### config.mk
export PLATFORM = sky130hd
export DESIGN_NAME = core_group_allocator
export DESIGN_NICKNAME = d
export VERILOG_FILES = /design/src/sv/cga_pkg.sv /design/src/sv/cga_owner_ram.sv /design/src/sv/core_group_allocator.sv
export SDC_FILE = /design/constraint.sdc
export NUM_CORES = 1
export LEC_CHECK = 0
export BUFFER_PORTS_ARGS = -buffer_cell sky130_fd_sc_hd__buf_2
export CELL_PAD_IN_SITES_DETAIL_PLACEMENT = 1
export CELL_PAD_IN_SITES_GLOBAL_PLACEMENT = 1
export CORE_UTILIZATION = 35
export DETAILED_ROUTE_END_ITERATION = 8
export MAX_ROUTING_LAYER = met4
export PLACE_DENSITY = 0.54
export SLEW_MARGIN = 20
export SYNTH_ARGS = -nofsm -noshare
export SYNTH_HDL_FRONTEND = slang
export SYNTH_SLANG_ARGS = --single-unit
### constraint.sdc
create_clock -name clock -period 4.4 [get_ports clock]
set_clock_uncertainty 0.05 [all_clocks]
set_input_delay 0.88 -clock clock [delete_from_list [all_inputs] [get_ports clock]]
set_output_delay 0.88 -clock clock [all_outputs]
set_load 0.01 [all_outputs]
### src/sv/cga_pkg.sv
// Shared codes and field widths for the core group allocator.
`timescale 1ns / 1ps

package cga_pkg;

   // result status codes
   typedef enum logic [1:0] {
      ST_GRANT   = 2'd0,
      ST_EMPTY   = 2'd1,
      ST_REFUSE  = 2'd2,
      ST_RELEASE = 2'd3
   } status_type;

   // request command codes
   localparam logic CMD_ALLOC   = 1'b0;
   localparam logic CMD_RELEASE = 1'b1;

   // fixed field widths
   localparam int JOB_TAG_W  = 8;
   localparam int COUNT_W    = 5;
   localparam int SLOT_W     = 4;
   localparam int CORE_W     = 4;
   localparam int RELEASED_W = 5;

   localparam int REQ_DATA_W = 16;
   localparam int RSP_DATA_W = 16;

endpackage

### src/sv/cga_owner_ram.sv
// Owner tag store: one write port, one registered read port.
`timescale 1ns / 1ps

module cga_owner_ram #(
   parameter int DEPTH = 16,
   parameter int WIDTH = 8
) (
   input  logic                     clock,
   input  logic                     wr_en,
   input  logic [$clog2(DEPTH)-1:0] wr_addr,
   input  logic [WIDTH-1:0]         wr_data,
   input  logic [$clog2(DEPTH)-1:0] rd_addr,
   output logic [WIDTH-1:0]         rd_data
);

   logic [WIDTH-1:0] mem [DEPTH];
   logic [WIDTH-1:0] rd_data_ff;

   always_ff @(posedge clock) begin
      if (wr_en) begin
         mem[wr_addr] <= wr_data;
      end
      rd_data_ff <= mem[rd_addr];
   end

   assign rd_data = rd_data_ff;

endmodule

### src/sv/core_group_allocator.sv
// Core group allocator: first-fit slot allocation of cores to jobs, top level.
`timescale 1ns / 1ps

// Hands out core slots to jobs and takes them back. An allocate request
// (tuser = 0) gives the lowest free slots to the job, one result item per slot
// with the slot index and its interleaved physical core, tlast on the final one;
// it is refused (status 2) when the process is not running or the count exceeds
// the free cores, and a count of zero gives one empty success item (status 1).
// A release request (tuser = 1) frees every slot of the tag and returns one
// item (status 3) with the number freed. One slot is examined per cycle by a
// single scan counter, and a release reads the owner tags through the
// registered port of the tag memory. A new request is taken once the previous
// one has finished, even while its last result still waits in the output
// register; result stalls hold the grant scan.
module core_group_allocator #(
   parameter int NUM_CORES = 16,
   parameter int TAG_BITS  = 8
) (
   input  logic                         clock,
   input  logic                         reset,
   // request channel
   input  logic                         req_tvalid,
   output logic                         req_tready,
   // [7:0] job_tag, [12:8] core_count, [13] process_running, [15:14] zero
   input  logic [cga_pkg::REQ_DATA_W-1:0] req_tdata,
   // [0] command
   input  logic                         req_tuser,
   // result channel
   output logic                         rsp_tvalid,
   input  logic                         rsp_tready,
   // [3:0] slot_index, [7:4] core_number, [12:8] released_count, [15:13] zero
   output logic [cga_pkg::RSP_DATA_W-1:0] rsp_tdata,
   // [1:0] status
   output logic [1:0]                   rsp_tuser,
   output logic                         rsp_tlast
);

   import cga_pkg::*;

   localparam int IW   = $clog2(NUM_CORES);
   localparam int UW   = $clog2(NUM_CORES + 1);
   localparam int HALF = NUM_CORES / 2;
   localparam int QUAD = NUM_CORES / 4;
   localparam int XW   = (IW + 1 > SLOT_W) ? IW + 1 : SLOT_W;
   localparam int RW   = (UW > RELEASED_W) ? UW : RELEASED_W;
   localparam int SW   = ((UW > COUNT_W) ? UW : COUNT_W) + 1;
   localparam logic [IW-1:0] LAST_IDX = IW'(NUM_CORES - 1);

   typedef enum logic [2:0] {
      S_IDLE,
      S_DECIDE,
      S_GRANT,
      S_REL_RD,
      S_REL_TAIL,
      S_SINGLE
   } state_type;

   // interleaved physical core of a slot
   function automatic logic [CORE_W-1:0] core_of(input logic [IW-1:0] i);
      logic [XW-1:0] base;
      logic [XW-1:0] sum;
      logic          odd;
      logic          hi;
      base = XW'(i >> 1);
      odd  = i[0];
      hi   = (XW'(i) >= XW'(HALF));
      if (odd && hi) begin
         sum = base + XW'(2 * QUAD);
      end else if (odd || hi) begin
         sum = base + XW'(QUAD);
      end else begin
         sum = base;
      end
      return sum[CORE_W-1:0];
   endfunction

   state_type              state_ff, state_in;
   logic [NUM_CORES-1:0]   owned_ff, owned_in;
   logic [UW-1:0]          in_use_ff, in_use_in;
   logic [IW-1:0]          idx_ff, idx_in;
   logic [IW-1:0]          pend_idx_ff, pend_idx_in;
   logic                   pend_ff, pend_in;
   logic [UW-1:0]          freed_ff, freed_in;
   logic [COUNT_W-1:0]     granted_ff, granted_in;
   logic                   cmd_ff, cmd_in;
   logic [TAG_BITS-1:0]    tag_ff, tag_in;
   logic [COUNT_W-1:0]     count_ff, count_in;
   logic                   running_ff, running_in;
   status_type             single_ff, single_in;

   logic                   rsp_valid_ff, rsp_valid_in;
   status_type             rsp_status_ff, rsp_status_in;
   logic [SLOT_W-1:0]      rsp_slot_ff, rsp_slot_in;
   logic [CORE_W-1:0]      rsp_core_ff, rsp_core_in;
   logic [RELEASED_W-1:0]  rsp_freed_ff, rsp_freed_in;
   logic                   rsp_last_ff, rsp_last_in;

   logic                   ram_wr_en;
   logic [TAG_BITS-1:0]    ram_rd_data;
   logic                   out_free;
   logic                   req_take;
   logic [XW-1:0]          slot_wide;
   logic [RW-1:0]          freed_wide;

   cga_owner_ram #(
      .DEPTH (NUM_CORES),
      .WIDTH (TAG_BITS)
   ) u_owner_ram (
      .clock   (clock),
      .wr_en   (ram_wr_en),
      .wr_addr (idx_ff),
      .wr_data (tag_ff),
      .rd_addr (idx_ff),
      .rd_data (ram_rd_data)
   );

   assign out_free   = !rsp_valid_ff || rsp_tready;
   assign req_take   = req_tvalid && req_tready;
   assign slot_wide  = XW'(idx_ff);
   assign freed_wide = RW'(freed_ff);

   always_comb begin
      state_in      = state_ff;
      owned_in      = owned_ff;
      in_use_in     = in_use_ff;
      idx_in        = idx_ff;
      pend_idx_in   = pend_idx_ff;
      pend_in       = pend_ff;
      freed_in      = freed_ff;
      granted_in    = granted_ff;
      cmd_in        = cmd_ff;
      tag_in        = tag_ff;
      count_in      = count_ff;
      running_in    = running_ff;
      single_in     = single_ff;
      rsp_status_in = rsp_status_ff;
      rsp_slot_in   = rsp_slot_ff;
      rsp_core_in   = rsp_core_ff;
      rsp_freed_in  = rsp_freed_ff;
      rsp_last_in   = rsp_last_ff;
      rsp_valid_in  = rsp_valid_ff && !rsp_tready;
      ram_wr_en     = 1'b0;

      unique case (state_ff)
         S_IDLE: begin
            if (req_take) begin
               cmd_in     = req_tuser;
               tag_in     = TAG_BITS'(req_tdata[JOB_TAG_W-1:0]);
               count_in   = req_tdata[JOB_TAG_W +: COUNT_W];
               running_in = req_tdata[JOB_TAG_W + COUNT_W];
               idx_in     = '0;
               pend_in    = 1'b0;
               freed_in   = '0;
               granted_in = '0;
               state_in   = S_DECIDE;
            end
         end
         S_DECIDE: begin
            if (cmd_ff == CMD_RELEASE) begin
               state_in = S_REL_RD;
            end else if (!running_ff ||
                         (SW'(count_ff) + SW'(in_use_ff) > SW'(NUM_CORES))) begin
               single_in = ST_REFUSE;
               state_in  = S_SINGLE;
            end else if (count_ff == '0) begin
               single_in = ST_EMPTY;
               state_in  = S_SINGLE;
            end else begin
               // the free count equals the owned count's complement, so the
               // scan always finds enough slots once the check above passes
               state_in = S_GRANT;
            end
         end
         S_GRANT: begin
            if (owned_ff[idx_ff]) begin
               idx_in = idx_ff + 1'b1;
            end else if (out_free) begin
               owned_in[idx_ff] = 1'b1;
               ram_wr_en        = 1'b1;
               rsp_valid_in     = 1'b1;
               rsp_status_in    = ST_GRANT;
               rsp_slot_in      = slot_wide[SLOT_W-1:0];
               rsp_core_in      = core_of(idx_ff);
               rsp_freed_in     = '0;
               granted_in       = granted_ff + 1'b1;
               if (granted_ff + 1'b1 == count_ff) begin
                  rsp_last_in = 1'b1;
                  in_use_in   = in_use_ff + UW'(count_ff);
                  state_in    = S_IDLE;
               end else begin
                  rsp_last_in = 1'b0;
                  idx_in      = idx_ff + 1'b1;
               end
            end
         end
         S_REL_RD: begin
            // tag of pend_idx arrives this cycle; idx_ff is read for the next
            if (pend_ff && owned_ff[pend_idx_ff] && ram_rd_data == tag_ff) begin
               owned_in[pend_idx_ff] = 1'b0;
               freed_in              = freed_ff + 1'b1;
            end
            pend_in     = 1'b1;
            pend_idx_in = idx_ff;
            if (idx_ff == LAST_IDX) begin
               state_in = S_REL_TAIL;
            end else begin
               idx_in = idx_ff + 1'b1;
            end
         end
         S_REL_TAIL: begin
            if (owned_ff[pend_idx_ff] && ram_rd_data == tag_ff) begin
               owned_in[pend_idx_ff] = 1'b0;
               freed_in              = freed_ff + 1'b1;
            end
            pend_in   = 1'b0;
            single_in = ST_RELEASE;
            state_in  = S_SINGLE;
         end
         S_SINGLE: begin
            if (out_free) begin
               rsp_valid_in  = 1'b1;
               rsp_status_in = single_ff;
               rsp_slot_in   = '0;
               rsp_core_in   = '0;
               rsp_freed_in  = (single_ff == ST_RELEASE) ?
                               freed_wide[RELEASED_W-1:0] : '0;
               rsp_last_in   = 1'b1;
               if (single_ff == ST_RELEASE) begin
                  in_use_in = in_use_ff - freed_ff;
               end
               state_in = S_IDLE;
            end
         end
         default: begin
            state_in = S_IDLE;
         end
      endcase
   end

   always_ff @(posedge clock) begin
      idx_ff        <= idx_in;
      pend_idx_ff   <= pend_idx_in;
      pend_ff       <= pend_in;
      freed_ff      <= freed_in;
      granted_ff    <= granted_in;
      cmd_ff        <= cmd_in;
      tag_ff        <= tag_in;
      count_ff      <= count_in;
      running_ff    <= running_in;
      single_ff     <= single_in;
      rsp_status_ff <= rsp_status_in;
      rsp_slot_ff   <= rsp_slot_in;
      rsp_core_ff   <= rsp_core_in;
      rsp_freed_ff  <= rsp_freed_in;
      rsp_last_ff   <= rsp_last_in;
      if (reset) begin
         state_ff     <= S_IDLE;
         owned_ff     <= '0;
         in_use_ff    <= '0;
         rsp_valid_ff <= 1'b0;
      end else begin
         state_ff     <= state_in;
         owned_ff     <= owned_in;
         in_use_ff    <= in_use_in;
         rsp_valid_ff <= rsp_valid_in;
      end
   end

   assign req_tready = (state_ff == S_IDLE);
   assign rsp_tvalid = rsp_valid_ff;
   assign rsp_tuser  = rsp_status_ff;
   assign rsp_tlast  = rsp_last_ff;
   assign rsp_tdata  = {(RSP_DATA_W - SLOT_W - CORE_W - RELEASED_W)'(0),
                        rsp_freed_ff, rsp_core_ff, rsp_slot_ff};

`ifndef NO_ASSERTIONS
   // between requests the use count matches the owned slots
   a_use_count: assert property (@(posedge clock) disable iff (reset)
      (state_ff == S_IDLE) |-> (32'(in_use_ff) == 32'($countones(owned_ff))))
      else $error("cores in use differs from owned slot count");

   // a grant is only ever made from a free slot
   a_grant_free: assert property (@(posedge clock) disable iff (reset)
      (state_ff == S_GRANT && ram_wr_en) |-> !owned_ff[idx_ff])
      else $error("grant of a slot already owned");

   // single-item results always close their request
   a_single_last: assert property (@(posedge clock) disable iff (reset)
      (rsp_valid_ff && rsp_status_ff != ST_GRANT) |-> rsp_last_ff)
      else $error("non-grant result without last");

   // the grant scan never runs past the final slot
   a_scan_bound: assert property (@(posedge clock) disable iff (reset)
      (state_ff == S_GRANT && idx_ff == LAST_IDX) |-> !owned_ff[idx_ff])
      else $error("grant scan reached the end without a free slot");
`endif

endmodule
======== After elaboration in Yosys (flattened, before gate mapping) ========
Memory sizes are Yosys's and may differ from the RTL's. A register that Yosys moved wholly into a read port is not among the register bits.
Index checks and enable logic that the tools add are counted.
cells by class
  $lt $le $gt $ge ......................... 6
  add/sub/neg operators ................... 8
  reductions and logical operators ........ 32
  multiplexer cells ....................... 79
  equal/unequal tests ..................... 23
  bitwise gates (word level) .............. 3
operators with widths
  operator             count
  $mux 5               14
  $mux 16              4
  $mux 4               12
  $pmux 16 s3          1
  $pmux 5 s2           3
  $mux 3               9
  $ne 2x2->1 const B   10
  $pmux 3 s6           1
  $and 16x16->16       1
  $mux 1               16
  $not 16->16          1
  $or 16x16->16        1
  $pmux 4 s2           2
  $pmux 5 s3           1
  $mux 2               6
  $pmux 4 s3           1
  $reduce_and 4->1     3
  $reduce_and 6->1     2
  $add 5x1->5 const B  2
  $lt 4x5->1 const B   2
  $reduce_and 5->1     2
  $ne 3x3->1 const B   3
  $reduce_bool 3->1    3
  $bmux 1 s4           2
  other kinds (29)     49
storage, ports and cells
  logic and storage cells ................. 171
  bits of input ports ..................... 21
  output and inout port bits .............. 21
  memories kept ........................... 1
  memory bits (writable) .................. 128
  register bits after elaboration ......... 77
memory list
  memory           words  width  read ports  clocked after Yosys merged registers in  wr ports  RTL line             source
  u_owner_ram.mem  16     8      1           1                                        1         cga_owner_ram.sv:16  logic [WIDTH-1:0] mem [DEPTH];

======== Depth between registers and ports, before layout ========
  word-level depth ........................ 8
  gate-level depth with buffers ........... 14
  mapped depth without buffers ............ 12

======== Modules after synthesis ========
A second synthesis with hierarchy kept.
unflattened totals
  cell total of the unflattened synthesis .. 620
  area total of the unflattened synthesis .. 9400.3 um^2
by module, submodules not included
  module                cells each  area each (um^2)  times used  seq. area each (um^2)
  cga_owner_ram         229         5147.4            1           4003.8
  core_group_allocator  391         4252.8            1           2001.9

======== Least setup slack after synthesis ========
Ideal clock, no wire load.
  kind .................................... in2reg
  start ................................... input port req_tvalid
  end ..................................... register cmd_ff, enable pin
  arrival time ............................ 2.539 ns
  buffers on the path ..................... 0
  stages on the path ...................... 2
  path slack .............................. 1.386 ns
  library setup time ...................... 0.426 ns
  cell sequence ........................... o21ai_0 > nor4_1
on the way
  longest elaborated chain between the ends .. 2
ends and longest elaborated chain
  item                        RTL line                     source
  from (decl)                 core_group_allocator.sv:22   input logic req_tvalid,
  $logic_and 1x1->1           core_group_allocator.sv:118  assign req_take = req_tvalid && req_tready;
  $reduce_and 2->1 (no line)  --
  to (signal assigned)        core_group_allocator.sv:246  cmd_ff <= cmd_in;
  to (decl)                   core_group_allocator.sv:85   logic cmd_ff, cmd_in;
Every way passes these cells.
A chain may end at the register's enable or synchronous reset.

======== Worst setup path after layout ========
  start ................................... register count_ff[0]
  end ..................................... register single_ff[1], enable pin
on the way
  longest elaborated chain between the ends .. 5
  elaborated cells between the ends (all ways) .. 6
  classes of those cells .................. 1 x add/sub; 1 x order compare; 1 x eq/ne; 3 x reduce/logical
ends and longest elaborated chain
  item                            RTL line                     source
  from (decl)                     core_group_allocator.sv:87   logic [COUNT_W-1:0] count_ff, count_in;
  from (signal assigned)          core_group_allocator.sv:248  count_ff <= count_in;
  $add 5x5->6                     core_group_allocator.sv:162  (SW'(count_ff) + SW'(in_use_ff) > SW'(NUM_CORES))) begin
  $gt 6x5->1                      core_group_allocator.sv:162
  $logic_or 1x1->1                core_group_allocator.sv:161  end else if (!running_ff ||
  $ne 3x3->1 (no line) (*)        --
  $reduce_and 3->1 (no line) (*)  --
  to (signal assigned)            core_group_allocator.sv:250  single_ff <= single_in;
  to (decl)                       core_group_allocator.sv:89   status_type single_ff, single_in;
Mark *: on every way between the ends. The rest lies on a longest branch, timed or not.

==> results.sh <==
export IMPL_post_dp_cell_area_mm2=0.00981
export IMPL_r2r_cells=8
export IMPL_clock_fmax_mhz=302
export IMPL_p_clk_share_pct=39.4
export IMPL_ir_worst_vdd_uv=234
export IMPL_grt_pass1_vias=5697
export IMPL_crit_required_ns=4.61
export IMPL_cts_resized=0
export IMPL_core_area_mm2=0.0260
export IMPL_p_int_mw=3.71
export IMPL_min_period_ns=3.31
export IMPL_maxCapViolations=0
export IMPL_utilization_pct=40.8
export IMPL_h_tree_depth=1
export IMPL_synth_seq_area_share_pct=65.1
export IMPL_cts_buffer_depth=3
export IMPL_p_comb_share_pct=12.8
export IMPL_cp_start_kind="flop"
export IMPL_ys_async_sr_fraction_pct=0
export IMPL_hp_start="owned_ff[5]$_SDFFE_PP0P_"
export IMPL_io_pins=42
export IMPL_r2r_slack_ns=1.09
export IMPL_regToRegStartpoint="count_ff[0]$_DFFE_PP_"
export IMPL_p_sw_mw=1.27
export IMPL_die_h_um=164
export IMPL_yosys_area_share_adder_pct=2.74
export IMPL_yosysWarningCount=0
export IMPL_gp_congestion=0.828
export IMPL_root_buffer="clkbuf_16"
export IMPL_yosys_most_used_dff="edfxtp_1"
export IMPL_status="finished clean"
export IMPL_postCtsHoldBufs=0
export IMPL_cts_made_buffers=24
export IMPL_design_area_mm2=0.0106
export IMPL_synthXorXnorAreaFrac_pct=2.95
export IMPL_synthSimpleGateAreaFrac_pct=7.12
export IMPL_dpl_hpwl_mm=14.7
export IMPL_netlist_area_mm2=0.00923
export IMPL_die_width_um=164
export IMPL_synth_compound_area_share_pct=6.48
export IMPL_post_cts_buffers=0
export IMPL_initialDrtViolationCount=263
export IMPL_crit_fanout=5
export IMPL_setup_viol=0
export IMPL_finalCritPeriodShare_pct=75.3
export IMPL_worst_pin_slew_ns=0.910
export IMPL_syn2layout_area_growth_pct=14.8
export IMPL_vias=5223
export IMPL_wl_per_cell_um=21.0
export IMPL_grt_pass1_wl_mm=32.8
export IMPL_synth_top_family_by_area="multiplexers"
export IMPL_via_per_inst=5.22
export IMPL_initial_utilization_pct=35.5
export IMPL_grt_antenna_before_repair=0
export IMPL_clock_sinks=211
export IMPL_synth_avg_cell_area_um2=15.4
export IMPL_rows=59
export IMPL_rr_endpoint="single_ff[1]$_SDFFCE_PP1P_"
export IMPL_cp_end_kind="flop"
export IMPL_syn_inst=598
export IMPL_p_per_area_mw_per_mm2=469
export IMPL_critical_path_class="reg -> reg"
export IMPL_hold_path_depth=2
export IMPL_synth_distinct_cells=61
export IMPL_seqPwrFrac_pct=47.8
export IMPL_slew_headroom_pct=38.9
export IMPL_dr_pass1_iters=4
export IMPL_clk_pin_slew_ns=0.06
export IMPL_final_layout_size_suffix_gt1_share_pct=21.5
export IMPL_drc=0
export IMPL_port_buffers=36
export IMPL_ys_seq_elements=211
export IMPL_wl_mm=21.1
export IMPL_holdPathEnd="owned_ff[5]$_SDFFE_PP0P_"
export IMPL_cts_tree="yes"
export IMPL_hold_violations=0
export IMPL_hold_class="reg -> reg"
export IMPL_synth_mux_area_fraction_pct=12.6
export IMPL_diodes=0
export IMPL_grt_overflow=0
export IMPL_cellLeakagePower_nw=3.74
export IMPL_ant_nets=0
export IMPL_worstPathArrival_ns=3.52
export IMPL_tns_ns=0
export IMPL_synth_edf_count=178
export IMPL_nNetsFinal=688
export IMPL_startpoint="count_ff[0]$_DFFE_PP_"
export IMPL_rsz0062_at_grt="no"
export IMPL_globalRouteTotalUtil_pct=16.7
export IMPL_p_sw_share_pct=25.5
export IMPL_die_area_mm2=0.0270
export IMPL_clk_latency_ns=0.53
export IMPL_grt_max_degree=33
export IMPL_drv_slew=0
## cell usage in the layout, fill, tap and decap left out, types with 6 or more instances in the layout
master	instances
inv_1	30
nor3_1	7
and2_1	11
buf_4	18
edfxtp_1	178
dfxtp_1	33
mux2i_1	10
buf_2	36
clkbuf_16	24
mux4_2	42
xnor2_1	7
nand2b_1	8
a21oi_1	30
clkinv_2	8
ha_1	17
o21ai_0	6
xor2_1	19
nand2_1	35
nand3_1	14
o41ai_1	11
nor2_1	31
## Yosys cell counts, types with 2 or more instances
cell type / n / area, µm²
edfxtp_1: 178 / 5350
mux4_2: 42 / 946
nand2_1: 35 / 131
dfxtp_1: 33 / 661
nor2_1: 31 / 116
a21oi_1: 30 / 150
inv_1: 30 / 113
xor2_1: 19 / 166
ha_1: 17 / 213
clkbuf_1: 15 / 56.3
nand3_1: 14 / 70.1
and2_1: 11 / 68.8
o41ai_1: 11 / 96.3
mux2i_1: 10 / 100
nand2b_1: 8 / 50.1
buf_2: 7 / 35.0
nor3_1: 7 / 35.0
xnor2_1: 7 / 61.3
buf_4: 6 / 45.0
o21ai_0: 6 / 30.0
a21o_1: 4 / 30.0
a311oi_1: 4 / 35.0
and3_1: 4 / 25.0
mux4_1: 4 / 105
nor3b_1: 4 / 30.0
o211ai_1: 4 / 30.0
o21a_1: 4 / 30.0
o21ai_1: 4 / 20.0
a31oi_1: 3 / 18.8
nor2b_1: 3 / 18.8
nor4_1: 3 / 18.8
o22ai_1: 3 / 18.8
or2_2: 3 / 18.8
a211oi_1: 2 / 15.0
buf_1: 2 / 7.51
buf_6: 2 / 22.5
fa_1: 2 / 40.0
nand3b_1: 2 / 15.0
xnor3_1: 2 / 45.0
## how the worst max path moves through the flow
stage,slack (ns),cells past startpoint,end
2_1_floorplan,1.39,2,cmd_ff$_DFFE_PP_
3_3_place_gp,1.19,8,single_ff[0]$_SDFFCE_PP1P_
3_5_place_dp,1.16,8,single_ff[0]$_SDFFCE_PP1P_
4_1_cts,1.10,8,single_ff[1]$_SDFFCE_PP1P_
5_1_grt,0.91,12,in_use_ff[4]$_SDFFE_PP0P_
6_report,1.09,8,single_ff[1]$_SDFFCE_PP1P_
## registers in the layout, summed over array words and instances, names as in the netlist, 4 cells and up
| name | flops |
|---|---|
| count_ff | 5 |
| rsp_freed_ff | 5 |
| granted_ff | 5 |
| pend_idx_ff | 4 |
| u_owner_ram.mem | 128 |
| rsp_core_ff | 4 |
| tag_ff | 8 |
| in_use_ff | 5 |
| owned_ff | 16 |
| freed_ff | 5 |
| u_owner_ram.rd_data | 8 |
| idx_ff | 4 |
## final cells by class
type | instances | area (µm²)
clock buffers | 27 | 612
clock inverters | 17 | 169
fillers | 2631 | 15400
inverters | 30 | 113
multi-input cells | 327 | 2960
flip-flops and latches | 211 | 6010
well taps | 335 | 419
repair buffers | 54 | 315
## stage by stage
stage / setup WS (ns) / power [mW] / std cells / hold slack [ns]
floorplan: 1.39 / 2.85 / 600 / 0.374
detailed placement: 1.16 / 3.07 / 957 / 0.432
global route: 0.912 / 5.17 / 1001 / 0.453
CTS: 1.10 / 5.04 / 1001 / 0.432
finish: 1.09 / 4.97 / 1001 / 0.436
global placement: 1.19 / 3.05 / 957 / 0.429
## critical path, stage by stage, from the launching register on
cell and delay, ns:
edfxtp_1 0.48, ha_1 0.25, fa_1 0.43, or2_2 0.32
a2111oi_0 0.36, a31oi_1 0.08, a311oi_1 0.74, a211o_1 0.24
a21oi_1 0.09
## routing by layer
layer | vias to the layer above | track usage [%] | share of wire [%]
met5 | - | - | 0
met4 | 0 | 4.75 | 2.1
met3 | 35 | 2.08 | 3.8
met2 | 83 | 26.9 | 49
met1 | 2695 | 22.3 | 45
li1 | 2410 | - | -
## logic make-up after synthesis
group,after synthesis
muxes,57
DFF,211
xor gates and xnor gates,28
adders and majority gates,19
AOI/OAI and AO/OA,88
buffers and inverters,62
other,1
and+or+nand+nor,132
## power by group through the flow
stage               logic [mW]  registers [mW]  clock network (mW)
global placement         0.634            2.41                   0
detailed placement       0.652            2.42                   0
global route             0.703            2.39                2.08
finish                   0.638            2.37                1.96
floorplan                0.451            2.40                   0
CTS                      0.655            2.38                2.01
(Power assumes the default switching activity.)
